**src/hdl/tprma_pkg.sv**
```systemverilog
`timescale 1ns / 1ps
`default_nettype none
// ----------------------------------------------------------------------------
// tprma_pkg
// Shared constants for the tach period to rpm converter and its divider.
// ----------------------------------------------------------------------------
package tprma_pkg;

  // field widths
  localparam int CapW    = 16;
  localparam int OvfW    = 16;
  localparam int PeriodW = 32;
  localparam int RpmW    = 28;
  localparam int TickW   = 28;
  localparam int PprW    = 8;
  localparam int OpW     = 2;
  localparam int CfgIdxW = 2;

  // divider operand widths: tick_rate * 60 and period * pulses_per_rev
  localparam int NumW = TickW + 6;
  localparam int DenW = PeriodW + PprW;

  // rpm ceiling
  localparam logic [RpmW-1:0] RpmMax = RpmW'(170000000);

  // configuration register reset values
  localparam logic [TickW-1:0] TickRateReset = TickW'(28333333);
  localparam logic [PprW-1:0]  PprReset      = PprW'(60);

  // op codes
  localparam logic [OpW-1:0] OpCapture   = 2'd0;
  localparam logic [OpW-1:0] OpOverflow  = 2'd1;
  localparam logic [OpW-1:0] OpFilterClr = 2'd2;

  // configuration register indexes
  localparam logic [CfgIdxW-1:0] CfgTickRate     = 2'd0;
  localparam logic [CfgIdxW-1:0] CfgPulsesPerRev = 2'd1;

endpackage
`default_nettype wire

```
**src/hdl/tprma_div.sv**
```systemverilog
`timescale 1ns / 1ps
`default_nettype none
// ----------------------------------------------------------------------------
// tprma_div
// Bit-serial restoring divider, one quotient bit per cycle.
// ----------------------------------------------------------------------------
module tprma_div (
  input  wire logic                     clk_i,
  input  wire logic                     rst_ni,
  input  wire logic                     start_i,
  input  wire logic [tprma_pkg::NumW-1:0] num_i,
  input  wire logic [tprma_pkg::DenW-1:0] den_i,
  output logic                          busy_o,
  output logic [tprma_pkg::NumW-1:0]    quot_o
);
  import tprma_pkg::*;

  localparam int CntW = $clog2(NumW);

  logic            busy_q, busy_d;
  logic [CntW-1:0] cnt_q, cnt_d;
  logic [DenW-1:0] rem_q, rem_d;
  logic [NumW-1:0] sh_q, sh_d;
  logic [DenW-1:0] den_q, den_d;
  logic [DenW+1:0] trial;
  logic            ge;

  // trial subtract of the divisor from the shifted partial remainder
  assign trial = {1'b0, rem_q, sh_q[NumW-1]} - {2'b00, den_q};
  assign ge    = ~trial[DenW+1];

  always_comb begin
    busy_d = busy_q;
    cnt_d  = cnt_q;
    rem_d  = rem_q;
    sh_d   = sh_q;
    den_d  = den_q;
    if (start_i) begin
      busy_d = 1'b1;
      cnt_d  = CntW'(NumW - 1);
      rem_d  = '0;
      sh_d   = num_i;
      den_d  = den_i;
    end else if (busy_q) begin
      rem_d = ge ? trial[DenW-1:0] : {rem_q[DenW-2:0], sh_q[NumW-1]};
      sh_d  = {sh_q[NumW-2:0], ge};
      if (cnt_q == '0) begin
        busy_d = 1'b0;
      end else begin
        cnt_d = cnt_q - 1'b1;
      end
    end
  end

  // control state
  always_ff @(posedge clk_i or negedge rst_ni) begin
    if (!rst_ni) begin
      busy_q <= 1'b0;
      cnt_q  <= '0;
    end else begin
      busy_q <= busy_d;
      cnt_q  <= cnt_d;
    end
  end

  // datapath shift registers
  always_ff @(posedge clk_i) begin
    rem_q <= rem_d;
    sh_q  <= sh_d;
    den_q <= den_d;
  end

  assign busy_o = busy_q;
  assign quot_o = sh_q;

endmodule
`default_nettype wire

```
**src/hdl/tach_period_rpm_moving_average_top.sv**
```systemverilog
`timescale 1ns / 1ps
`default_nettype none
// ----------------------------------------------------------------------------
// tach_period_rpm_moving_average_top
// Tach capture period measurement, rpm conversion and moving average filter.
// ----------------------------------------------------------------------------
// Overflow, filter clear and first capture beats complete in the idle state.
// A later capture steps through StMul, StDiv1 and StDiv2 on the shared
// bit-serial divider (rpm quotient, then average quotient); the input
// stalls until the result is loaded, which waits while the prior result stalls.
// Reset clears capture state, overflow count, ring, sum and fill count and
// loads the configuration reset values; no clearing pass is needed.
module tach_period_rpm_moving_average_top #(
  parameter int WINDOW     = 6,
  parameter int TIMER_BITS = 16
) (
  input  wire logic                          clk_i,
  input  wire logic                          rst_ni,
  // input channel
  input  wire logic                          in_valid_i,
  output logic                               in_stall_o,
  input  wire logic [tprma_pkg::OpW-1:0]     op_i,
  input  wire logic [tprma_pkg::CapW-1:0]    capture_value_i,
  // result channel
  output logic                               out_valid_o,
  input  wire logic                          out_stall_i,
  output logic [tprma_pkg::PeriodW-1:0]      period_ticks_o,
  output logic [tprma_pkg::RpmW-1:0]         raw_rpm_o,
  output logic [tprma_pkg::RpmW-1:0]         avg_rpm_o,
  // configuration write channel
  input  wire logic                          cfg_valid_i,
  output logic                               cfg_ready_o,
  input  wire logic [tprma_pkg::CfgIdxW-1:0] cfg_index_i,
  input  wire logic [tprma_pkg::TickW-1:0]   cfg_data_i
);
  import tprma_pkg::*;

  localparam int IdxW  = (WINDOW > 1) ? $clog2(WINDOW) : 1;
  localparam int FillW = $clog2(WINDOW + 1);
  localparam int SumW  = RpmW + $clog2(WINDOW);
  localparam logic [CapW-1:0] CapMask =
    (TIMER_BITS >= CapW) ? {CapW{1'b1}} : CapW'((1 << TIMER_BITS) - 1);

  localparam logic [1:0] StIdle = 2'd0;
  localparam logic [1:0] StMul  = 2'd1;
  localparam logic [1:0] StDiv1 = 2'd2;
  localparam logic [1:0] StDiv2 = 2'd3;

  logic [1:0]         state_q, state_d;
  logic [TickW-1:0]   tick_q;
  logic [PprW-1:0]    ppr_q;
  logic [CapW-1:0]    last_q, last_d;
  logic               seen_q, seen_d;
  logic [OvfW-1:0]    ovf_q, ovf_d;
  logic [RpmW-1:0]    ring_q [WINDOW];
  logic [IdxW-1:0]    idx_q, idx_d;
  logic [FillW-1:0]   fill_q, fill_d;
  logic [SumW-1:0]    sum_q, sum_d;
  logic [PeriodW-1:0] period_q, period_d;
  logic               den_zero_q, den_zero_d;
  logic [RpmW-1:0]    rpm_q, rpm_d;
  logic               ring_wr, ring_clr;

  logic               out_valid_q, out_valid_d;
  logic [PeriodW-1:0] out_period_q;
  logic [RpmW-1:0]    out_raw_q, out_filt_q;
  logic               out_load;

  logic               in_beat;
  logic [CapW-1:0]    cap_m;
  logic [PeriodW-1:0] period_calc;
  logic [NumW-1:0]    rpm_num;
  logic [DenW-1:0]    rpm_den;
  logic [RpmW-1:0]    rpm_w;

  logic               div_start, div_busy;
  logic [NumW-1:0]    div_num, div_quot;
  logic [DenW-1:0]    div_den;

  assign cfg_ready_o = 1'b1;
  assign in_stall_o  = (state_q != StIdle);
  assign in_beat     = in_valid_i & ~in_stall_o;

  // period from overflow count and capture difference, modulo 2^32
  assign cap_m       = capture_value_i & CapMask;
  assign period_calc = ({{(PeriodW-OvfW){1'b0}}, ovf_q} << TIMER_BITS)
                     + ({{(PeriodW-CapW){1'b0}}, cap_m}
                        - {{(PeriodW-CapW){1'b0}}, last_q});

  // rpm numerator tick_rate * 60 and denominator period * pulses_per_rev
  assign rpm_num = {tick_q, 6'b0} - {4'b0, tick_q, 2'b0};
  assign rpm_den = {{(DenW-PeriodW){1'b0}}, period_q} * {{(DenW-PprW){1'b0}}, ppr_q};

  // saturated rpm from the first quotient
  always_comb begin
    if (den_zero_q) begin
      rpm_w = '0;
    end else if (div_quot > NumW'(RpmMax)) begin
      rpm_w = RpmMax;
    end else begin
      rpm_w = div_quot[RpmW-1:0];
    end
  end

  // sequencer and filter state update
  always_comb begin
    state_d    = state_q;
    last_d     = last_q;
    seen_d     = seen_q;
    ovf_d      = ovf_q;
    idx_d      = idx_q;
    fill_d     = fill_q;
    sum_d      = sum_q;
    period_d   = period_q;
    den_zero_d = den_zero_q;
    rpm_d      = rpm_q;
    ring_wr    = 1'b0;
    ring_clr   = 1'b0;
    div_start  = 1'b0;
    div_num    = rpm_num;
    div_den    = rpm_den;
    out_load   = 1'b0;
    unique case (state_q)
      StIdle: begin
        if (in_beat) begin
          priority if (op_i == OpOverflow) begin
            if (ovf_q != {OvfW{1'b1}}) ovf_d = ovf_q + 1'b1;
          end else if (op_i == OpFilterClr) begin
            ring_clr = 1'b1;
            idx_d    = '0;
            fill_d   = '0;
            sum_d    = '0;
          end else if (op_i == OpCapture) begin
            last_d = cap_m;
            ovf_d  = '0;
            seen_d = 1'b1;
            if (seen_q) begin
              period_d = period_calc;
              state_d  = StMul;
            end
          end else begin
            state_d = StIdle;
          end
        end
      end
      StMul: begin
        div_start  = 1'b1;
        den_zero_d = (rpm_den == '0);
        state_d    = StDiv1;
      end
      StDiv1: begin
        if (!div_busy) begin
          rpm_d   = rpm_w;
          ring_wr = 1'b1;
          sum_d   = sum_q - SumW'(ring_q[idx_q]) + SumW'(rpm_w);
          idx_d   = (idx_q == IdxW'(WINDOW - 1)) ? '0 : idx_q + 1'b1;
          fill_d  = (fill_q < FillW'(WINDOW)) ? fill_q + 1'b1 : fill_q;
          div_start = 1'b1;
          div_num   = NumW'(sum_d);
          div_den   = DenW'(fill_d);
          state_d   = StDiv2;
        end
      end
      StDiv2: begin
        if (!div_busy && (!out_valid_q || !out_stall_i)) begin
          out_load = 1'b1;
          state_d  = StIdle;
        end
      end
      default: state_d = StIdle;
    endcase
  end

  // result register valid
  always_comb begin
    if (out_load) begin
      out_valid_d = 1'b1;
    end else if (out_valid_q && !out_stall_i) begin
      out_valid_d = 1'b0;
    end else begin
      out_valid_d = out_valid_q;
    end
  end

  // shared bit-serial divider
  tprma_div u_div (
    .clk_i   (clk_i),
    .rst_ni  (rst_ni),
    .start_i (div_start),
    .num_i   (div_num),
    .den_i   (div_den),
    .busy_o  (div_busy),
    .quot_o  (div_quot)
  );

  // control and configuration registers
  always_ff @(posedge clk_i or negedge rst_ni) begin
    if (!rst_ni) begin
      state_q     <= StIdle;
      tick_q      <= TickRateReset;
      ppr_q       <= PprReset;
      last_q      <= '0;
      seen_q      <= 1'b0;
      ovf_q       <= '0;
      idx_q       <= '0;
      fill_q      <= '0;
      sum_q       <= '0;
      out_valid_q <= 1'b0;
    end else begin
      state_q     <= state_d;
      last_q      <= last_d;
      seen_q      <= seen_d;
      ovf_q       <= ovf_d;
      idx_q       <= idx_d;
      fill_q      <= fill_d;
      sum_q       <= sum_d;
      out_valid_q <= out_valid_d;
      if (cfg_valid_i && cfg_ready_o) begin
        if (cfg_index_i == CfgTickRate) tick_q <= cfg_data_i;
        if (cfg_index_i == CfgPulsesPerRev) ppr_q <= cfg_data_i[PprW-1:0];
      end
    end
  end

  // rpm sample ring
  always_ff @(posedge clk_i or negedge rst_ni) begin
    if (!rst_ni) begin
      for (int i = 0; i < WINDOW; i++) ring_q[i] <= '0;
    end else if (ring_clr) begin
      for (int i = 0; i < WINDOW; i++) ring_q[i] <= '0;
    end else if (ring_wr) begin
      ring_q[idx_q] <= rpm_w;
    end
  end

  // working and result payload registers
  always_ff @(posedge clk_i) begin
    period_q   <= period_d;
    den_zero_q <= den_zero_d;
    rpm_q      <= rpm_d;
    if (out_load) begin
      out_period_q <= period_q;
      out_raw_q    <= rpm_q;
      out_filt_q   <= div_quot[RpmW-1:0];
    end
  end

  assign out_valid_o    = out_valid_q;
  assign period_ticks_o = out_period_q;
  assign raw_rpm_o      = out_raw_q;
  assign avg_rpm_o      = out_filt_q;

  // the divider is never left running while new beats are taken
  a_idle_div_free: assert property (@(posedge clk_i) disable iff (!rst_ni)
    (state_q == StIdle) |-> !div_busy)
    else $error("divider busy while sequencer idle");

  // a result appears only at the end of the average division
  a_result_source: assert property (@(posedge clk_i) disable iff (!rst_ni)
    $rose(out_valid_q) |-> $past(state_q == StDiv2))
    else $error("result raised outside the average step");

  // fill count never exceeds the window
  a_fill_bound: assert property (@(posedge clk_i) disable iff (!rst_ni)
    fill_q <= FillW'(WINDOW))
    else $error("fill count beyond window");

  // a delivered average and raw rpm never exceed the rpm ceiling
  a_filt_bound: assert property (@(posedge clk_i) disable iff (!rst_ni)
    out_valid_q |-> (out_filt_q <= RpmMax && out_raw_q <= RpmMax))
    else $error("rpm beyond ceiling");

endmodule
`default_nettype wire
```
**config.mk**
```make
export PLATFORM = sky130hd
export DESIGN_NAME = tach_period_rpm_moving_average_top
export DESIGN_NICKNAME = d
export VERILOG_FILES = /design/src/hdl/tprma_pkg.sv /design/src/hdl/tprma_div.sv /design/src/hdl/tach_period_rpm_moving_average_top.sv
export SDC_FILE = /design/constraint.sdc
export NUM_CORES = 2
export LEC_CHECK = 0
export BUFFER_PORTS_ARGS = -buffer_cell sky130_fd_sc_hd__buf_2
export CELL_PAD_IN_SITES_DETAIL_PLACEMENT = 1
export CELL_PAD_IN_SITES_GLOBAL_PLACEMENT = 1
export CORE_AREA = 2 2 274 276
export CTS_BUF_LIST = sky130_fd_sc_hd__clkbuf_4
export DETAILED_ROUTE_END_ITERATION = 10
export DIE_AREA = 0 0 276 278
export GPL_TIMING_DRIVEN = 1
export PLACE_DENSITY_LB_ADDON = 0.1
export SYNTH_ARGS = -nofsm -noshare
export SYNTH_HDL_FRONTEND = slang
export SYNTH_SLANG_ARGS = --single-unit
export TNS_END_PERCENT = 1
```
**constraint.sdc**
```tcl
create_clock -name clk_i -period 6.44 [get_ports clk_i]
set_clock_uncertainty 0.15 [all_clocks]
set_input_delay 0.644 -clock clk_i [delete_from_list [all_inputs] [get_ports clk_i]]
set_output_delay 0.644 -clock clk_i [all_outputs]
set_load 0.03 [all_outputs]
```
======== Yosys cells after proc, flatten, opt, wreduce, memory -nomap -nowiden ========
Index checks and enable logic that the tools add are counted.
storage, ports and cells
  register bits ........................... 547
  bits of input ports ..................... 53
  output and inout bits ................... 91
  word-level logic and storage cells ...... 154
cells by class
  $add $sub $neg .......................... 10
  multiply operators ...................... 1
  order comparisons ....................... 4
  eq/ne operators ......................... 18
  mux-type cells .......................... 60
  bitwise operators ....................... 7
  reductions and logical operators ........ 27
operators by type and width
  kind                   count
  $mux 168               2
  $bwmux 168             1
  $mux 28                5
  $mux 34                4
  $mux 31                4
  $mux 40                3
  $bmux 28 s3            1
  $demux 28 s3           1
  $mux 16                4
  $pmux 31 s2            1
  $sub 41x40->42         1
  $logic_not 40->1       1
  $mul 32x8->40          1
  $gt 34x28->1 const B   1
  $sub 34x30->34         1
  $add 32x32->32         1
  $add 31x28->31         1
  $sub 31x28->31         1
  $mux 3                 7
  $mux 6                 3
  $sub 16x16->17         1
  $add 16x1->16 const B  1
  $ne 16x16->1 const B   1
  $ne 2x2->1 const B     8
  27 further kinds       72

======== Logic depth before layout (Yosys ltp) ========
  depth after elaboration ................. 9
  depth in mapped cells ................... 27

======== Modules after synthesis ========
From an unflattened synthesis, not the netlist that was laid out.
second synthesis, totals
  cells, all modules ...................... 3866
  area, all modules ....................... 37942.6 um^2
modules (own cells, without submodules)
  module                              instances  cells an instance  area an instance (um^2)  sequential area each (um^2)
  tach_period_rpm_moving_average_top  1          3124               30626.9                  11424.7
  tprma_div                           1          742                7315.8                   3198.1

======== Worst setup path before layout ========
No wires, ideal clock.
  path kind ............................... input port to flip-flop
  start point ............................. input port capture_value_i[0] in the netlist's numbering
  end point ............................... register period_q[31], data pin
  arrival time ............................ 5.553 ns
  required time ........................... 5.998 ns
  slack ................................... 0.445 ns
  stages on the path ...................... 25
  buffers on the path ..................... 0
  cell sequence ........................... inv_1 -> ha_1 -> fa_1 -> nor2b_1 -> o21ai_0 -> a21boi_0 -> o21ai_0 -> a21oi_1 -> a41oi_1 -> a21oi_1 -> a221o_1 -> a21o_1 -> a21oi_1 -> ha_1 -> a21o_1 -> a21oi_1 -> o21ai_0 -> a21oi_1 -> o21bai_1 -> a41o_1 -> o41ai_1 -> o21bai_1 -> a21oi_1 -> xor2_1 -> xnor2_1
on the way
  word-level cells in the longest chain between the ends .. 2
ends and longest elaborated chain
  item                  RTL line                                   source
  from (decl)           tach_period_rpm_moving_average_top.sv:23   input wire logic [tprma_pkg::CapW-1:0] capture_value_i,
  $sub 16x16->17        tach_period_rpm_moving_average_top.sv:88   - {{(PeriodW-CapW){1'b0}}, last_q});
  $add 32x32->32        tach_period_rpm_moving_average_top.sv:87   + ({{(PeriodW-CapW){1'b0}}, cap_m}
  via period_calc[31]   tach_period_rpm_moving_average_top.sv:71   logic [PeriodW-1:0] period_calc;
  to (signal assigned)  tach_period_rpm_moving_average_top.sv:238  period_q <= period_d;
  to (decl)             tach_period_rpm_moving_average_top.sv:59   logic [PeriodW-1:0] period_q, period_d;
The timed path passes the listed nets, and every way through them passes these cells.
A chain may end at the register's enable or synchronous reset.

======== Worst setup path after layout ========
  start point ............................. register ppr_q[5]
  end point ............................... register den_zero_q, data pin
on the way
  word-level cells in the longest chain between the ends .. 2
ends and longest elaborated chain
  item                    RTL line                                   source
  from (decl)             tach_period_rpm_moving_average_top.sv:51   logic [PprW-1:0] ppr_q;
  from (signal assigned)  tach_period_rpm_moving_average_top.sv:201  ppr_q <= PprReset;
  from (signal assigned)  tach_period_rpm_moving_average_top.sv:220  if (cfg_index_i == CfgPulsesPerRev) ppr_q <= cfg_data_i[PprW-1:0];
  $mul 32x8->40           tach_period_rpm_moving_average_top.sv:92   assign rpm_den = {{(DenW-PeriodW){1'b0}}, period_q} * {{(DenW-PprW){1'b0}}, ppr_q};
  $logic_not 40->1        tach_period_rpm_moving_average_top.sv:148  den_zero_d = (rpm_den == '0);
  to (signal assigned)    tach_period_rpm_moving_average_top.sv:239  den_zero_q <= den_zero_d;
  to (decl)               tach_period_rpm_moving_average_top.sv:60   logic den_zero_q, den_zero_d;
Every way passes these cells.

==> flow_summary.yaml <==
floorplanning:
  die-area_mm2: 0.0767
  initial_utilization: 0.494
  die_h_um: 278
  io_pins: 144
  die_w_um: 276
  core.rowCount: 100
  core_area_mm2: 0.0738
clock_tree:
  path_clk_slew_ns: 0.07
  insertion_delay_ns: 1.06
  cts_max_path_buffers: 3
  cts.sinks: 547
  cts_tree: "built"
  htree_levels: 4
  cts_inserted_buffers: 153
  cts-root-buf: "clkbuf_4"
setup_path:
  arrival_ns: 6.90
  worst_ep_required_time_ns: 7.14
  r2r_start: "ppr_q[5]"
  worstSetupEndpointType: "register"
  critical_path_peak_fanout: 10
  crit_start: "ppr_q[5]"
  crit_type: "register to register"
  cp-start-kind: "register"
yosys:
  synth_nets: 4133
  synthesis.area_mm2: 0.0365
  synth_cell_type_count: 92
  ys_seq_area_frac: 0.401
  synth_flop_cell: "dfrtp_1"
  ys_seq_elements: 547
  synthCells: 3669
  synthArstFlopShare: 0.519
  yosys_warnings: 0
  syn_avg_cell_area_um2: 9.94
  synth_edf_count: 223
sta:
  worst_pin_slew_ns: 1.43
  fin_hold_ws_ns: 0.123
  relSlewSlack: 0.0438
  final_hold_viol_count: 0
  period_share: 0.963
  setup-violations-final: 0
  fin_crit_ns: 6.20
  slew_violations: 0
  max_freq_ghz: 0.161
routing:
  avgViaCountPerCell: 5.79
  ant_nets: 0
  wl_um: 115000
  vias: 29500
  drtIter0Drc: 1978
  drc: 4
  dr.pass1.iters: 8
  routedWlPerCell_um: 22.7
placed_design:
  dpl.hpwl_um: 83600
  port_buffers: 142
  numPlacedInstances: 4737
  gp_congestion: 0.910
layout:
  final_layout_size_suffix_gt1_frac: 0.154
  nFillCells: 8300
  fin_cells: 5088
  fin_nets: 4454
  fin_util: 0.564
  multi_input_area_mm2: 0.0200
  area_growth_pct: 14.1
  ff_latch_area_mm2: 0.0146
hold_path:
  hp-class: "input port to register"
  hold_path.startpoint: "cfg_index_i[1]"
global_routing:
  grt_pass1_wl_um: 181000
  grt_max_degree: 171
  gr-usage-met3: 0.0745
  gr-total-overflow: 0
  grtUsageMet1: 0.415
  grt_pass1_vias: 31900
  met2_usage: 0.473
  antenna_found_initial: 6
  top_usage_layer: "met2"
  track_usage: 0.302
job:
  max_cap_viol_count: 0
run_status:
  violations: "design-rule violations"
  status: "finished, violations left"
## worst paths after layout
check	cells past startpoint	end	slack, ns
hold reg to reg	0	raw_rpm_o[18]	0.24
min in group asynchronous	2	ring_q[100]	0.16
max in group asynchronous	3	ovf_q[5]	4.32
hold / removal	5	tick_q[0]	0.12
setup / recovery	22	den_zero_q	0.24
setup reg to reg	22	den_zero_q	0.24
## stage by stage
stage	instance area, um2	setup slack [ns]	TNS [ns]
5_1_grt	41600	-0.0431	-0.0431
2_1_floorplan	36500	0.445	0
6_report	41600	0.238	0
3_3_place_gp	38800	0.142	0
3_5_place_dp	38800	0.0174	0
4_1_cts	41400	0.0722	0
## metal layers
| layer | vias to the layer above | part of all wire |
|---|---|---|
| met5 | - | 0.00023 |
| met3 | 212 | 0.076 |
| met4 | 4 | 0.026 |
| met2 | 962 | 0.45 |
| li1 | 13400 | - |
| met1 | 14900 | 0.45 |
## layout make-up
cell class              instances  area share
multi-input cells            2578       0.480
flip-flops and latches        547       0.351
repair buffers                304      0.0525
clock buffers                 236      0.0425
inverters                     406      0.0366
well taps                     969      0.0291
clock inverters                46     0.00802
diodes                          2    0.000120
## cells in the mapped netlist, types with 11 or more instances
library cell / count / area share
fa_1: 211 / 0.12
o21bai_1: 24 / 0.0049
a21o_1: 78 / 0.016
edfxtp_1: 223 / 0.18
o21ai_0: 295 / 0.040
o211ai_1: 15 / 0.0031
xor2_1: 69 / 0.017
nor2b_1: 13 / 0.0022
nor4_1: 12 / 0.0021
a22o_1: 75 / 0.018
and2_1: 209 / 0.036
a32oi_1: 11 / 0.0026
o22ai_1: 30 / 0.0051
nand2_1: 383 / 0.039
nand4_1: 25 / 0.0043
o22a_1: 19 / 0.0046
inv_1: 402 / 0.041
xnor2_1: 95 / 0.023
dfxtp_1: 40 / 0.022
dfstp_2: 15 / 0.011
a31oi_1: 21 / 0.0036
nand3_1: 35 / 0.0048
a21oi_1: 200 / 0.027
a211oi_1: 15 / 0.0031
ha_1: 200 / 0.069
nor2_1: 193 / 0.020
a22oi_1: 37 / 0.0076
mux2_2: 51 / 0.016
and3_1: 15 / 0.0026
nand2b_1: 19 / 0.0033
o221ai_1: 12 / 0.0029
mux2i_1: 41 / 0.011
clkbuf_1: 120 / 0.012
dfrtp_1: 269 / 0.18
o21a_1: 15 / 0.0031
nor3_1: 36 / 0.0049
## layout by cell type, fill, tap and decap left out, types with 75 or more instances in the layout
master and n:
edfxtp_1 223, nand2_1 383, a21o_1 78, xnor2_1 94, buf_2 141, fa_1 211, nor2_1 191, inv_1 402
ha_1 198, dfrtp_1 266, buf_4 99, clkbuf_4 236, and2_1 208, a22o_1 75, o21ai_0 292, a21oi_1 193
## cell families after synthesis
kind of cell / Yosys count / synth area share
other cells: 1 / 0.000103
fa+ha+maj: 411 / 0.184
simple gates: 987 / 0.130
xor+xnor: 164 / 0.0394
compound gates: 921 / 0.161
buf+inv: 544 / 0.0563
flops: 547 / 0.401
mux: 94 / 0.0282
## flip-flops by register name, summed over array words and instances (netlist names), 2 cells and up
name,cells
u_div.quot_o,34
u_div.den_q,40
state_q,2
period_q,32
avg_rpm_o,28
last_q,16
u_div.rem_q,40
idx_q,3
u_div.cnt_q,6
rpm_q,28
ppr_q,8
fill_q,3
sum_q,31
ovf_q,16
tick_q,28
period_ticks_o,32
raw_rpm_o,28
ring_q,168
## timing repair
| action | in CTS | in global routing |
|---|---|---|
| gates resized for setup | 2 | 18 |
| setup buffers | 0 | 14 |
| setup endpoints to repair | 1 | 6 |
| hold endpoints to repair | 184 | 0 |
| pin swaps | 0 | 3 |
| hold buffers | 53 | 0 |
| cloned | 0 | 0 |
## worst max-delay path, stage by stage (launching register included)
cell,delay [ns]
dfstp_4,0.67
buf_12,0.13
nand2_1,0.06
fa_1,0.47
fa_1,0.55
inv_1,0.06
fa_1,0.54
inv_1,0.06
fa_1,0.53
inv_1,0.05
ha_1,0.35
or3_1,0.38
a31oi_2,0.19
a211o_2,0.17
a21oi_2,0.10
a222oi_1,0.38
buf_4,0.19
a21oi_1,0.08
a31oi_1,0.21
xor2_1,0.23
o211a_1,0.18
nand4_1,0.09
and4b_1,0.26
Power is not shown: default switching activity piles up to over one toggle a cycle in this logic, so the estimate is an artifact.
